<file path="config.mk">
export PLATFORM = sky130hd
export DESIGN_NAME = csv_field_splitter
export DESIGN_NICKNAME = d
export VERILOG_FILES = /design/src/csvfs_pkg.sv /design/src/csvfs_in_reg.sv /design/src/csvfs_parser.sv /design/src/csvfs_out_reg.sv /design/src/csv_field_splitter.sv
export VERILOG_INCLUDE_DIRS = /design/src /design/src/src
export SDC_FILE = /design/constraint.sdc
export NUM_CORES = 1
export LEC_CHECK = 0
export BUFFER_PORTS_ARGS = -buffer_cell sky130_fd_sc_hd__buf_2
export CAP_MARGIN = 20
export CORE_MARGIN = 2
export CORE_UTILIZATION = 55
export DETAILED_ROUTE_END_ITERATION = 6
export PLACE_DENSITY_LB_ADDON = 0.3
export SKIP_LAST_GASP = 1
export SYNTH_ARGS = -nofsm -noshare
export SYNTH_HDL_FRONTEND = slang
export SYNTH_HIERARCHICAL = 1
export SYNTH_SLANG_ARGS = --single-unit
export TNS_END_PERCENT = 100
</file>
<file path="constraint.sdc">
create_clock -name clk -period 4.5 [get_ports clk]
set_input_delay 0.45 -clock clk [delete_from_list [all_inputs] [get_ports clk]]
set_output_delay 0.45 -clock clk [all_outputs]
set_load 0.05 [all_outputs]
</file>
<file path="src/csv_field_splitter_assert.svh">
// ----------------------------------------------------------------------------
// csv_field_splitter assertion macros
// Concurrent assertion wrappers for the splitter RTL; empty when SYNTH is set.
// ----------------------------------------------------------------------------
`ifndef CSV_FIELD_SPLITTER_ASSERT_SVH
`define CSV_FIELD_SPLITTER_ASSERT_SVH

`ifndef SYNTH
// Check a property on every clock edge outside reset.
`define CSVFS_ASSERT(lbl, prop, msg) \
  lbl: assert property (@(posedge clk) disable iff (!rst_n) prop) else $error(msg);
// Check a property on every clock edge, reset included.
`define CSVFS_ASSERT_ALWAYS(lbl, prop, msg) \
  lbl: assert property (@(posedge clk) prop) else $error(msg);
`else
`define CSVFS_ASSERT(lbl, prop, msg)
`define CSVFS_ASSERT_ALWAYS(lbl, prop, msg)
`endif

`endif

</file>
<file path="src/csvfs_pkg.sv">
// ----------------------------------------------------------------------------
// csvfs_pkg
// Shared types and constants of the streaming CSV field splitter.
// ----------------------------------------------------------------------------
package csvfs_pkg;

  // Field counter limit and derived widths
  localparam int MAX_FIELDS = 256;
  localparam int IDX_W      = $clog2(MAX_FIELDS);
  localparam int COUNT_W    = $clog2(MAX_FIELDS + 1);

  // Special characters
  localparam logic [7:0] CH_QUOTE  = 8'h22;
  localparam logic [7:0] CH_CR     = 8'h0D;
  localparam logic [7:0] CH_LF     = 8'h0A;
  localparam logic [7:0] SEP_RESET = 8'h2C;

  // Parser mode
  typedef enum logic [1:0] {
    MODE_START  = 2'd0,
    MODE_PLAIN  = 2'd1,
    MODE_QUOTED = 2'd2,
    MODE_QPEND  = 2'd3
  } mode_t;

  // One accepted input item
  typedef struct packed {
    logic [7:0] data;
    logic       eoi;
  } item_t;

  // One parser result
  typedef struct packed {
    logic               emit;
    logic [7:0]         data;
    logic               data_valid;
    logic [IDX_W-1:0]   field_index;
    logic               field_end;
    logic               line_end;
    logic [COUNT_W-1:0] field_count;
  } result_t;

endpackage

</file>
<file path="src/csvfs_in_reg.sv">
// ----------------------------------------------------------------------------
// csvfs_in_reg
// Input register: captures one byte transfer and holds it until the parser
// advances.
// ----------------------------------------------------------------------------
module csvfs_in_reg
  import csvfs_pkg::*;
(
  input  logic       clk,
  input  logic       rst_n,
  input  logic       in_valid,
  output logic       in_stall,
  input  logic [7:0] in_byte,
  input  logic       in_end_of_input,
  output logic       item_valid,
  output item_t      item,
  input  logic       advance
);

  logic  valid_r;
  logic  valid_nxt;
  item_t item_r;
  logic  take;

  // Stall only while a held item cannot move on
  assign in_stall = valid_r && !advance;
  assign take     = in_valid && !in_stall;

  // Fill on a transfer, empty when the parser consumes the item
  always_comb begin
    valid_nxt = valid_r;
    if (take) begin
      valid_nxt = 1'b1;
    end else if (advance) begin
      valid_nxt = 1'b0;
    end
  end

  always_ff @(posedge clk) begin
    if (!rst_n) begin
      valid_r <= 1'b0;
    end else begin
      valid_r <= valid_nxt;
    end
  end

  // Load payload on a transfer
  always_ff @(posedge clk) begin
    if (take) begin
      item_r.data <= in_byte;
      item_r.eoi  <= in_end_of_input;
    end
  end

  assign item_valid = valid_r;
  assign item       = item_r;

endmodule

</file>
<file path="src/csvfs_parser.sv">
// ----------------------------------------------------------------------------
// csvfs_parser
// Line and field state machine: one item per advance, at most one result.
// ----------------------------------------------------------------------------
`include "csv_field_splitter_assert.svh"

module csvfs_parser
  import csvfs_pkg::*;
(
  input  logic       clk,
  input  logic       rst_n,
  input  logic       cfg_wr_en,
  input  logic [7:0] cfg_wr_data,
  input  item_t      item,
  input  logic       advance,
  output result_t    res
);

  localparam logic [IDX_W-1:0] FIELD_LAST = IDX_W'(MAX_FIELDS - 1);

  logic [7:0]       sep_r;
  mode_t            mode_r, mode_nxt;
  logic             after_cr_r, after_cr_nxt;
  logic             has_r, has_nxt;
  logic [IDX_W-1:0] cur_r, cur_nxt;

  logic [7:0]       c;
  logic             is_eol;
  logic             line_clear;
  logic             plain;
  logic             emit_byte;
  logic [7:0]       byte_val;
  logic             sep_hit;

  assign c       = item.data;
  assign is_eol  = (c == CH_CR) || (c == CH_LF);
  assign sep_hit = (c == sep_r);

  // Separator register
  always_ff @(posedge clk) begin
    if (!rst_n) begin
      sep_r <= SEP_RESET;
    end else if (cfg_wr_en) begin
      sep_r <= cfg_wr_data;
    end
  end

  // Next state and result
  always_comb begin
    mode_nxt     = mode_r;
    after_cr_nxt = after_cr_r;
    has_nxt      = has_r;
    cur_nxt      = cur_r;
    line_clear   = 1'b0;
    plain        = 1'b0;
    emit_byte    = 1'b0;
    byte_val     = c;
    res          = '0;
    res.field_index = cur_r;

    if (item.eoi) begin
      // End of input closes a nonempty line, otherwise nothing
      after_cr_nxt = 1'b0;
      line_clear   = 1'b1;
      if (has_r) begin
        res.emit        = 1'b1;
        res.field_end   = 1'b1;
        res.line_end    = 1'b1;
        res.field_count = COUNT_W'(cur_r) + COUNT_W'(1);
      end
    end else if (after_cr_r && (c == CH_LF)) begin
      // Drop the LF of a CRLF pair
      after_cr_nxt = 1'b0;
    end else if (is_eol) begin
      after_cr_nxt = (c == CH_CR);
      line_clear   = 1'b1;
      res.emit     = 1'b1;
      res.line_end = 1'b1;
      if (has_r) begin
        res.field_end   = 1'b1;
        res.field_count = COUNT_W'(cur_r) + COUNT_W'(1);
      end
    end else begin
      after_cr_nxt = 1'b0;
      has_nxt      = 1'b1;
      case (mode_r)
        MODE_START: begin
          if (c == CH_QUOTE) begin
            mode_nxt = MODE_QUOTED;
          end else begin
            plain = 1'b1;
          end
        end
        MODE_QUOTED: begin
          if (c == CH_QUOTE) begin
            mode_nxt = MODE_QPEND;
          end else begin
            emit_byte = 1'b1;
          end
        end
        MODE_QPEND: begin
          if (c == CH_QUOTE) begin
            mode_nxt  = MODE_QUOTED;
            emit_byte = 1'b1;
            byte_val  = CH_QUOTE;
          end else begin
            plain = 1'b1;
          end
        end
        default: begin
          plain = 1'b1;
        end
      endcase
    end

    // Unquoted byte: separator ends the field, anything else is content
    if (plain) begin
      if (sep_hit) begin
        res.emit      = 1'b1;
        res.field_end = 1'b1;
        mode_nxt      = MODE_START;
        if (cur_r < FIELD_LAST) begin
          cur_nxt = cur_r + IDX_W'(1);
        end
      end else begin
        mode_nxt  = MODE_PLAIN;
        emit_byte = 1'b1;
      end
    end

    if (emit_byte) begin
      res.emit       = 1'b1;
      res.data       = byte_val;
      res.data_valid = 1'b1;
    end

    // Start a fresh line
    if (line_clear) begin
      mode_nxt = MODE_START;
      has_nxt  = 1'b0;
      cur_nxt  = '0;
    end
  end

  // State registers advance once per consumed item
  always_ff @(posedge clk) begin
    if (!rst_n) begin
      mode_r     <= MODE_START;
      after_cr_r <= 1'b0;
      has_r      <= 1'b0;
      cur_r      <= '0;
    end else if (advance) begin
      mode_r     <= mode_nxt;
      after_cr_r <= after_cr_nxt;
      has_r      <= has_nxt;
      cur_r      <= cur_nxt;
    end
  end

  `CSVFS_ASSERT(a_line_end_clears, advance && res.emit && res.line_end |=> cur_r == '0 && mode_r == MODE_START && !has_r, "line state not cleared after line end")
  `CSVFS_ASSERT(a_byte_not_mark, res.data_valid |-> !res.field_end && !res.line_end, "content byte carries an end mark")
  `CSVFS_ASSERT(a_count_matches, res.line_end && res.field_end |-> res.field_count != '0 && has_r, "closed line reports no fields")
  `CSVFS_ASSERT_ALWAYS(a_empty_mode, !has_r |-> mode_r == MODE_START && cur_r == '0, "parser left line start without content")

endmodule

</file>
<file path="src/csvfs_out_reg.sv">
// ----------------------------------------------------------------------------
// csvfs_out_reg
// Result register: loads a parser result and holds it until the transfer.
// ----------------------------------------------------------------------------
module csvfs_out_reg
  import csvfs_pkg::*;
(
  input  logic               clk,
  input  logic               rst_n,
  input  logic               item_valid,
  input  result_t            res,
  output logic               advance,
  output logic               out_valid,
  input  logic               out_stall,
  output logic [7:0]         out_byte,
  output logic               out_byte_valid,
  output logic [IDX_W-1:0]   out_field_index,
  output logic               out_field_end,
  output logic               out_line_end,
  output logic [COUNT_W-1:0] out_field_count
);

  logic    valid_r;
  logic    valid_nxt;
  result_t res_r;
  logic    ready;
  logic    load;

  // Free when empty or when the held result leaves this cycle
  assign ready   = !valid_r || !out_stall;
  assign advance = item_valid && ready;
  assign load    = advance && res.emit;

  always_comb begin
    valid_nxt = valid_r;
    if (load) begin
      valid_nxt = 1'b1;
    end else if (!out_stall) begin
      valid_nxt = 1'b0;
    end
  end

  always_ff @(posedge clk) begin
    if (!rst_n) begin
      valid_r <= 1'b0;
    end else begin
      valid_r <= valid_nxt;
    end
  end

  // Hold payload until the next load
  always_ff @(posedge clk) begin
    if (load) begin
      res_r <= res;
    end
  end

  assign out_valid       = valid_r;
  assign out_byte        = res_r.data;
  assign out_byte_valid  = res_r.data_valid;
  assign out_field_index = res_r.field_index;
  assign out_field_end   = res_r.field_end;
  assign out_line_end    = res_r.line_end;
  assign out_field_count = res_r.field_count;

endmodule

</file>
<file path="src/csv_field_splitter.sv">
// ----------------------------------------------------------------------------
// csv_field_splitter
// Streaming CSV splitter: bytes in, field bytes and field/line marks out.
// ----------------------------------------------------------------------------
// Each byte is captured in the input register and its result is loaded into
// the result register to transfer; bytes that give no result use only the input stage.
// Throughput: one byte per cycle; the input register, parser and result
// register form a two-stage pipeline that a stalled output holds in place.
// Reset (rst_n low, synchronous): pipeline empty, line state at field start,
// separator back to comma.
module csv_field_splitter
  import csvfs_pkg::*;
(
  input  logic               clk,
  input  logic               rst_n,
  input  logic               cfg_wr_en,
  input  logic [7:0]         cfg_wr_data,
  input  logic               in_valid,
  output logic               in_stall,
  input  logic [7:0]         in_byte,
  input  logic               in_end_of_input,
  output logic               out_valid,
  input  logic               out_stall,
  output logic [7:0]         out_byte,
  output logic               out_byte_valid,
  output logic [IDX_W-1:0]   out_field_index,
  output logic               out_field_end,
  output logic               out_line_end,
  output logic [COUNT_W-1:0] out_field_count
);

  logic    item_valid;
  item_t   item;
  logic    advance;
  result_t res;

  // Capture input bytes
  csvfs_in_reg u_in_reg (
    .clk             (clk),
    .rst_n           (rst_n),
    .in_valid        (in_valid),
    .in_stall        (in_stall),
    .in_byte         (in_byte),
    .in_end_of_input (in_end_of_input),
    .item_valid      (item_valid),
    .item            (item),
    .advance         (advance)
  );

  // Parse one byte per advance
  csvfs_parser u_parser (
    .clk         (clk),
    .rst_n       (rst_n),
    .cfg_wr_en   (cfg_wr_en),
    .cfg_wr_data (cfg_wr_data),
    .item        (item),
    .advance     (advance),
    .res         (res)
  );

  // Hold results for the output transfer
  csvfs_out_reg u_out_reg (
    .clk             (clk),
    .rst_n           (rst_n),
    .item_valid      (item_valid),
    .res             (res),
    .advance         (advance),
    .out_valid       (out_valid),
    .out_stall       (out_stall),
    .out_byte        (out_byte),
    .out_byte_valid  (out_byte_valid),
    .out_field_index (out_field_index),
    .out_field_end   (out_field_end),
    .out_line_end    (out_line_end),
    .out_field_count (out_field_count)
  );

endmodule

</file>
==> flow_metrics.tcl, run 1 <==
set metrics [dict create \
    status "finished clean" \
    track_usage_pct 20.6 \
    routedWlPerCell_microns 14.7 \
    period_needed_ns 3.33 \
    yosys_warnings 6 \
    synthArstFlopShare_pct 0 \
    synth_ff_type "edfxtp_1" \
    diodes 0 \
    startpoint_type "register" \
    io_pins 52 \
    synthDistinctLibCells 54 \
    clk_latency_ns 0.33 \
    cts-root-buf "clkbuf_8" \
    post-route-period-util_pct 74.0 \
    syn_to_final_growth_pct 20.5 \
    rows 25 \
    finalSetupViolCount 0 \
    final_nets 299 \
    hold_violations 0 \
    total_leakage_power_nw 1.29 \
    netlist_instances 217 \
    rsz0062_at_grt "no" \
    yosys.area.top_type "edfxtp_1" \
    cts_resized 0 \
    cts_hold_buf 0 \
    tns_ns 0 \
    max_clock_freq_mhz 300 \
    reg2reg_depth 8 \
    slew_headroom_pct 47.8 \
    start_util_pct 56.9 \
    synth-edff-count 37 \
    r2r_end "u_out_reg/out_field_index[2]" \
    p_comb_share_pct 10.6 \
    seq_area_sq_um 1550 \
    cts_sinks 59 \
    worstSetupEndpointType "register" \
    crit_slowest_cell "nor4b_1" \
    critPathArrivalTime_ns 3.34 \
    grt-ovfl-total 0 \
    path_clk_slew_ns 0.06 \
    cts_made_buffers 9 \
    fp.coreArea_sq_um 4720 \
    antenna_found_initial 0 \
    synth_nets 242 \
    synth_most_common_cell "edfxtp_1" \
    ys_top_cells_by_count "edfxtp_1 (37), dfxtp_1 (22), nand2_1 (15)" \
    place_hpwl_mm 3.66 \
    hp-class "in -> reg" \
    postRouteAntennaNets 0 \
    via_per_inst 5.40 \
    drive_above_1_share_pct 29.7 \
    p_per_area_nw_per_um2 406 \
    synth-seq-cells 59 \
    cts_max_level 3 \
    grt_pass1_vias 1698 \
    drtPass1Iterations 4 \
    cts_buffer_depth 2 \
    grt_max_degree 20 \
    grt_pass1_wl_mm 8.21 \
    final_core_util_pct 68.6 \
    post_cts_buffers 0 \
    hold_start "in_byte[7]" \
    switchingPower_mw 0.306 \
    syn_avg_cell_area_sq_um 12.4 \
    power_frac_seq_pct 47.1 \
    slowest_delay_ns 0.55 \
    drt-total-wl_mm 5.07 \
    fp.dieW_microns 73.9 \
    yosys-top-cells-area "edfxtp_1 (41%), dfxtp_1 (16%), mux2i_1 (3.4%)" \
    maxCapViolations 0 \
    holdPathStages 1 \
    r2r-start "u_in_reg/item[4]" \
    io_buffers 51 \
    drc 0 \
    tightest_slew_ns 0.781 \
    synthDominantCellAreaShare_pct 41.3 \
    p_int_mw 1.01 \
    gp_congestion 0.862 \
    dieHeight_microns 73.9 \
    fillCellCount 355 \
    path_cells "nor4b_1, and2_1, o41ai_1, a211oi_2, or3b_1, nand2_1, a21oi_2, buf_4" \
    critPathMaxFanout 19 \
    path_class "reg -> reg" \
    drt_iter0_markers 127 \
    cp_top_family "simple AND/OR/NAND/NOR gates" \
    yosysSeqAreaShare_pct 57.7 \
    ir_drop_uv 286 \
    clockPowerShare_pct 42.3 \
    switching_share_pct 23.3 \
    clock_skew_ns 0.00629 \
    rrSetupSlack_ns 1.17 \
    synth_area_sq_um 2690 \
    dieArea_sq_um 5460 \
    multi_input_area_sq_um 1080 \
    cts_tree "yes" \
    required_ns 4.51 \
    vias 1867 \
    slew_violations 0 \
    critPathBufInv 1 \
    hold_path_end "u_in_reg/item[8]" \
    design_power_total_mw 1.31 \
]
## metrics by stage
step | setup slack (ns) | std cells | cell area, sq um | hold WS, ns
2_1_floorplan | 0.920 | 217 | 2690 | 0.464
3_3_place_gp | 1.43 | 330 | 3010 | 0.495
3_5_place_dp | 1.23 | 330 | 3010 | 0.501
4_1_cts | 1.20 | 346 | 3240 | 0.281
5_1_grt | 0.925 | 346 | 3240 | 0.276
6_report | 1.17 | 346 | 3240 | 0.299
## metal layers
metal / track usage (%) / up-vias / part of all wire (%)
li1: - / 933 / -
met1: 27.7 / 874 / 46
met2: 31.4 / 58 / 49
met3: 6.58 / 2 / 4.8
met4: 7.27 / 0 / 0.55
met5: 0 / - / 0
## layout by cell type, fill, tap and decap left out, types with 2 or more instances in the layout
cell / instances
o21ai_0: 2
buf_2: 51
ha_1: 3
and3_1: 4
nand2b_1: 2
a21bo_2: 2
nor2b_1: 8
buf_4: 3
mux2i_1: 9
nor4_1: 2
o211a_1: 4
or3_1: 2
dfxtp_1: 22
o41ai_1: 2
or3b_1: 2
nand3_1: 8
o21a_1: 3
o2111ai_1: 2
nand4_1: 4
xnor2_1: 9
nor4b_1: 2
mux2_2: 2
a211oi_2: 2
inv_1: 5
a21boi_1: 2
clkbuf_8: 9
bufinv_16: 3
o2bb2ai_1: 2
nand2_1: 15
nor3_1: 4
and2_1: 12
xor2_1: 2
edfxtp_1: 37
o31a_1: 3
nand3b_1: 2
clkinv_2: 2
nor2_1: 9
## power groups by stage
stage	Combinational, mW	Sequential, mW	Clock [mW]
after CTS	0.139	0.619	0.567
after global routing	0.149	0.622	0.593
after global placement	0.137	0.629	0
final	0.139	0.619	0.556
after floorplan	0.0606	0.672	0
after detailed placement	0.139	0.631	0
## worst max-delay path by stage
stage	from	end	slack, ns	depth (start not counted)
global route	u_in_reg/item[4]	u_out_reg/out_field_index[4]	0.92	8
finish	u_in_reg/item[4]	u_out_reg/out_field_index[2]	1.17	8
global placement	u_in_reg/item[3]	u_out_reg/out_field_index[2]	1.43	8
CTS	u_in_reg/item[4]	u_out_reg/out_field_index[2]	1.20	8
floorplan	u_in_reg/item[3]	u_out_reg/out_byte[0]	0.92	7
detailed placement	u_in_reg/item[5]	u_out_reg/out_field_count[2]	1.23	8
## cell families (layout without fill, tap and decap cells)
| family | count (synthesis) | count (layout) | share of synthesized area (%) |
|---|---|---|---|
| AO/OA/AOI/OAI | 37 | 37 | 12.4 |
| XOR/XNOR | 11 | 11 | 3.58 |
| adder cells (fa/ha/maj) | 3 | 3 | 1.40 |
| buffers and inverters | 13 | 75 | 2.37 |
| flip-flops | 59 | 59 | 57.7 |
| multiplexers | 11 | 11 | 4.19 |
| AND/OR/NAND/NOR | 83 | 83 | 18.4 |
## registers in the layout, summed over array words and instances (netlist names)
register / count
u_out_reg/out_line_end: 1
u_out_reg/out_valid: 1
u_out_reg/out_byte_valid: 1
u_out_reg/out_byte: 8
u_out_reg/out_field_index: 8
u_parser/cur_r: 8
u_in_reg/item: 9
u_parser/mode_r: 2
u_in_reg/item_valid: 1
u_parser/after_cr_r: 1
u_out_reg/out_field_end: 1
u_parser/has_r: 1
u_out_reg/out_field_count: 9
u_parser/sep_r: 8
## layout make-up
type,count,share of cell area [%]
multi-input combinational,145,33.2
inverter,5,0.579
sequential,59,47.9
clock inverter,6,3.20
clock buffer,10,3.94
tap,67,2.59
timing repair buffer,54,8.57
Note: power is estimated with default switching activity, not from simulation.
==> run 2, diff against run 1 <==
- clock period: 4.5 -> 3.4 ns (I/O delays scaled with it)
==> run 2 against run 1 <==
Effect of this change:
- hold slack worse by 0.12 ns
- critical path depth stayed put
- setup slack worse by 0.63 ns
==> flow_metrics.tcl, run 2 (synthesis gave the netlist of run 1 again) <==
set metrics [dict create \
    cts_max_level 3 \
    post-route-period-util_pct 84.2 \
    reg2reg_depth 8 \
    status "finished clean" \
    total_leakage_power_nw 1.27 \
    final_nets 300 \
    start_util_pct 56.9 \
    drt-total-wl_mm 5.02 \
    drive_above_1_share_pct 30.4 \
    slew_headroom_pct 47.2 \
    diodes 0 \
    tns_ns 0 \
    cts_made_buffers 9 \
    clk_latency_ns 0.33 \
    final_core_util_pct 67.7 \
    grt_max_degree 20 \
    cts_tree "yes" \
    grt_pass1_wl_mm 8.02 \
    layout_common_cells "buf_2 (51), edfxtp_1 (37), dfxtp_1 (22), nand2_1 (15), and2_1 (12)" \
    io_buffers 51 \
    fp.dieW_microns 73.9 \
    post_cts_buffers 0 \
    cp_num_cells 8 \
    place_hpwl_mm 3.53 \
    dieHeight_microns 73.9 \
    grt-ovfl-total 0 \
    maxCapViolations 0 \
    hp-class "in -> reg" \
    drtPass1Iterations 4 \
    worstSetupEndpointType "register" \
    cts-root-buf "clkbuf_8" \
    path_clk_slew_ns 0.06 \
    slew_violations 0 \
    cts_buffer_depth 2 \
    postRouteAntennaNets 0 \
    final_common_cell "buf_2" \
    period_needed_ns 2.86 \
    drc 0 \
    routedWlPerCell_microns 14.5 \
    crit_slowest_cell "a211oi_2" \
    via_per_inst 5.40 \
    critPathBufInv 1 \
    path_class "reg -> reg" \
    required_ns 3.42 \
    cp_top_family "simple AND/OR/NAND/NOR gates" \
    timing.hold.ws_ns 0.181 \
    vias 1875 \
    dieArea_sq_um 5460 \
    p_per_area_nw_per_um2 496 \
    io_pins 52 \
    hold_violations 0 \
    clock_skew_ns 0.00610 \
    rows 25 \
    cts_hold_buf 0 \
    tightest_slew_ns 0.790 \
    antenna_found_initial 0 \
    fp.coreArea_sq_um 4720 \
    ir_drop_uv 379 \
    grt_pass1_vias 1759 \
    gp_congestion 0.873 \
    drt_iter0_markers 94 \
    max_clock_freq_mhz 349 \
    slowest_delay_ns 0.52 \
    startpoint_type "register" \
    holdPathStages 1 \
    rsz0062_at_grt "no" \
    track_usage_pct 20.1 \
    cts_resized 0 \
    cts_sinks 59 \
    path_cells "nor4b_1, and2_1, o41ai_1, a211oi_2, or3b_1, nand2_1, a21oi_2, buf_4" \
    critPathArrivalTime_ns 2.88 \
    fillCellCount 369 \
    critPathMaxFanout 19 \
    finalSetupViolCount 0 \
    syn_to_final_growth_pct 19.0 \
]
-- run 2: cell count changes in the layout (fill, tap and decap cells not counted) --
| cell | before | now |
|---|---|---|
| clkbuf_1 | 1 | 0 |
| clkinv_2 | 2 | 5 |
| buf_4 | 3 | 4 |
| bufinv_16 | 3 | 1 |
-- run 2: metrics by stage --
step                cells  power, mW  worst slack, ns  cell area, sq um
global route          347       1.65            0.264              3200
finish                347       1.59            0.537              3200
global placement      331       1.02            0.620              3020
floorplan             217      0.970            0.443              2690
CTS                   347       1.60            0.530              3200
detailed placement    331       1.02            0.537              3020
-- run 2: report_power, final --
group | switching (mW) | internal (mW)
Sequential | 0.0225 | 0.796
Combinational | 0.128 | 0.0572
Clock | 0.255 | 0.328
Total | 0.405 | 1.18
-- run 2: worst paths after layout --
path,from,to,slack [ns]
max reg2reg,u_in_reg/item[3],u_out_reg/out_field_index[3],0.54
min,in_end_of_input,u_in_reg/item[0],0.18
max,u_in_reg/item[3],u_out_reg/out_field_index[3],0.54
min reg2reg,u_out_reg/out_valid,u_out_reg/out_valid,0.51
-- run 2: final cells by class --
class	instances	area (sq um)	area share (%)
Sequential cell	59	1550	48.5
Multi-Input combinational cell	145	1080	33.7
Timing Repair Buffer	55	285	8.92
Clock buffer	9	124	3.87
Tap cell	67	83.8	2.62
Clock inverter	7	58.8	1.84
Inverter	5	18.8	0.587
-- run 2: metal layers --
layer / GRT usage (%) / wire length [microns] / vias up / share of wire (%)
li1: - / - / 933 / -
met1: 26.2 / 2260 / 867 / 45
met2: 30.2 / 2400 / 68 / 48
met3: 6.58 / 288 / 7 / 5.7
met4: 10.3 / 74 / 0 / 1.5
met5: 0 / 0 / - / 0
==> run 3, diff against run 2 <==
- ABC_AREA: default -> 1
- clock period: 3.4 -> 2.7 ns (I/O delays scaled with it)
==> run 3 against run 2 <==
Effect of this change:
- wire length rose by 13%
- global-route usage rose by 2.4 points
- synthesized cell count rose by 45%
- combinational power rose by 62%
- clock power rose by 43%
- first-iteration DRC count rose by 150%
- flip-flop and latch count did not move
- setup slack got worse by 0.17 ns
- clock skew rose by 0.0026 ns
- hold slack got worse by 0.072 ns
- critical path type unchanged
- largest cell class unchanged
==> flow_metrics.tcl, run 3 <==
set metrics [dict create \
    grt_max_degree 29 \
    hold_violations 0 \
    synth-seq-cells 59 \
    dieArea_sq_um 5640 \
    post_cts_buffers 0 \
    track_usage_pct 22.5 \
    dp_slack_ns 0.415 \
    tns_ns 0 \
    cts_tree "yes" \
    diodes 0 \
    io_buffers 51 \
    cts-root-buf "clkbuf_8" \
    routedWlPerCell_microns 12.7 \
    synth_compound_area_share_pct 4.64 \
    layout_common_cells "nand2_1 (61), nor2_1 (53), buf_2 (51), edfxtp_1 (37), inv_1 (36)" \
    final_core_util_pct 69.7 \
    grt_pass1_wl_mm 9.25 \
    path_clk_slew_ns 0.06 \
    setup_ws_ns 0.367 \
    drtPass1Iterations 4 \
    rows 25 \
    max_clock_freq_mhz 429 \
    drt_iter0_markers 231 \
    clockPowerShare_pct 38.4 \
    io_pins 52 \
    synthDominantCellAreaShare_pct 40.0 \
    dieHeight_microns 75.1 \
    synth-edff-count 37 \
    switching_share_pct 25.8 \
    switchingPower_mw 0.563 \
    synth_xor_area_share_pct 2.21 \
    p_per_area_nw_per_um2 654 \
    grt-ovfl-total 0 \
    cts_sinks 59 \
    finalSetupViolCount 0 \
    period_needed_ns 2.33 \
    yosys.area.top_type "edfxtp_1" \
    synth_ff_type "edfxtp_1" \
    yosysSeqAreaShare_pct 55.8 \
    synthArstFlopShare_pct 0 \
    fp.coreArea_sq_um 4790 \
    vias 2232 \
    slew_headroom_pct 48.8 \
    ys_top_cells_by_count "nand2_1 (61), nor2_1 (53), edfxtp_1 (37)" \
    clk_latency_ns 0.34 \
    drive_above_1_share_pct 25.0 \
    path_class "reg -> reg" \
    netlist_instances 314 \
    fillCellCount 378 \
    drt-total-wl_mm 5.68 \
    required_ns 2.74 \
    fp.dieW_microns 75.1 \
    cts_made_buffers 9 \
    final_common_cell "nand2_1" \
    final_nets 400 \
    cts_resized 0 \
    p_int_mw 1.62 \
    crit_slowest_cell "edfxtp_1" \
    maxCapViolations 0 \
    p_comb_share_pct 13.7 \
    worstSetupEndpointType "register" \
    synth_most_common_cell "nand2_1" \
    drc 0 \
    synthDistinctLibCells 31 \
    yosys_warnings 6 \
    design_power_total_mw 2.18 \
    power_frac_seq_pct 47.9 \
    muxShareOfSynthArea_pct 0 \
    antenna_found_initial 0 \
    hp-class "in -> reg" \
    slowest_delay_ns 0.47 \
    slew_violations 0 \
    yosys-top-cells-area "edfxtp_1 (40%), dfxtp_1 (16%), nand2_1 (8.2%)" \
    clock_skew_ns 0.00872 \
    rsz0062_at_grt "no" \
    syn_avg_cell_area_sq_um 8.85 \
    synth_area_sq_um 2780 \
    gp_congestion 0.874 \
    synth_fa_ha_area_share_pct 1.35 \
    synth_top_family_by_area "simple AND/OR/NAND/NOR gates" \
    critPathMaxFanout 28 \
    synth_nets 339 \
    path_cells "inv_2, nand2_2, nor2_1, nand2_1, a211oi_1, nor2_4, nand3b_1, inv_1, nor3_4, buf_12" \
    ir_drop_uv 405 \
    startpoint_type "register" \
    post-route-period-util_pct 86.4 \
    syn_to_final_growth_pct 20.0 \
    synthSimpleGateAreaFrac_pct 28.7 \
    status "finished clean" \
    cts_max_level 3 \
    total_leakage_power_nw 1.49 \
    cts_hold_buf 0 \
    tightest_slew_ns 0.765 \
    via_per_inst 4.99 \
    critPathArrivalTime_ns 2.37 \
    cts_buffer_depth 2 \
    place_hpwl_mm 4.03 \
    start_util_pct 58.1 \
    grt_pass1_vias 2117 \
    postRouteAntennaNets 0 \
]
run 3: critical path, delay by kind of cell, from the launching register on:
family | cells | cell delay, ns
DFF | 1 | 0.47
AOI/OAI and AO/OA | 1 | 0.38
and+or+nand+nor | 6 | 0.75
buffers and inverters | 3 | 0.42
run 3: routing by layer:
| metal | wire (microns) | vias to the layer above | track usage, % |
|---|---|---|---|
| met3 | 459 | 10 | 5.49 |
| li1 | - | 1145 | - |
| met2 | 2670 | 82 | 36.1 |
| met1 | 2470 | 995 | 28.9 |
| met4 | 78 | 0 | 10.5 |
| met5 | 0 | - | 0 |
run 3: area by class of cell:
| class | instances | area, sq um | share of cell area [%] |
|---|---|---|---|
| sequential | 59 | 1550 | 46.5 |
| multi-input combinational | 205 | 1040 | 31.0 |
| timing repair buffer | 54 | 290 | 8.70 |
| inverter | 46 | 173 | 5.17 |
| clock buffer | 13 | 139 | 4.16 |
| tap | 67 | 83.8 | 2.51 |
| clock inverter | 3 | 63.8 | 1.91 |
run 3: through the flow:
| step | std cells | hold WS [ns] | cell area (sq um) |
|---|---|---|---|
| after floorplan | 314 | 0.368 | 2790 |
| after global routing | 447 | 0.0998 | 3340 |
| after global placement | 431 | 0.421 | 3130 |
| final | 447 | 0.109 | 3340 |
| after detailed placement | 431 | 0.433 | 3130 |
| after CTS | 447 | 0.0971 | 3340 |
run 3: final timing paths:
check                     from                           end  slack, ns  cells after the start
min            in_end_of_input              u_in_reg/item[0]       0.11                      1
min reg2reg  u_parser/cur_r[7]  u_out_reg/out_field_index[7]       0.44                      0
max           u_in_reg/item[1]         u_out_reg/out_byte[0]       0.37                     10
max reg2reg   u_in_reg/item[1]         u_out_reg/out_byte[0]       0.37                     10
run 3: logic make-up (layout without fill, tap and decap cells):
| kind of cell | Yosys count | after routing |
|---|---|---|
| compound gates | 22 | 22 |
| xor+xnor | 7 | 7 |
| fa+ha+maj | 3 | 3 |
| buf+inv | 50 | 116 |
| flops | 59 | 59 |
| simple gates | 173 | 173 |
run 3: power by group through the flow:
stage | combinational [mW] | clock, mW | sequential [mW]
floorplan | 0.148 | 0 | 1.13
detailed placement | 0.296 | 0 | 1.06
global placement | 0.291 | 0 | 1.06
global route | 0.329 | 0.883 | 1.05
finish | 0.300 | 0.838 | 1.04
CTS | 0.299 | 0.849 | 1.05
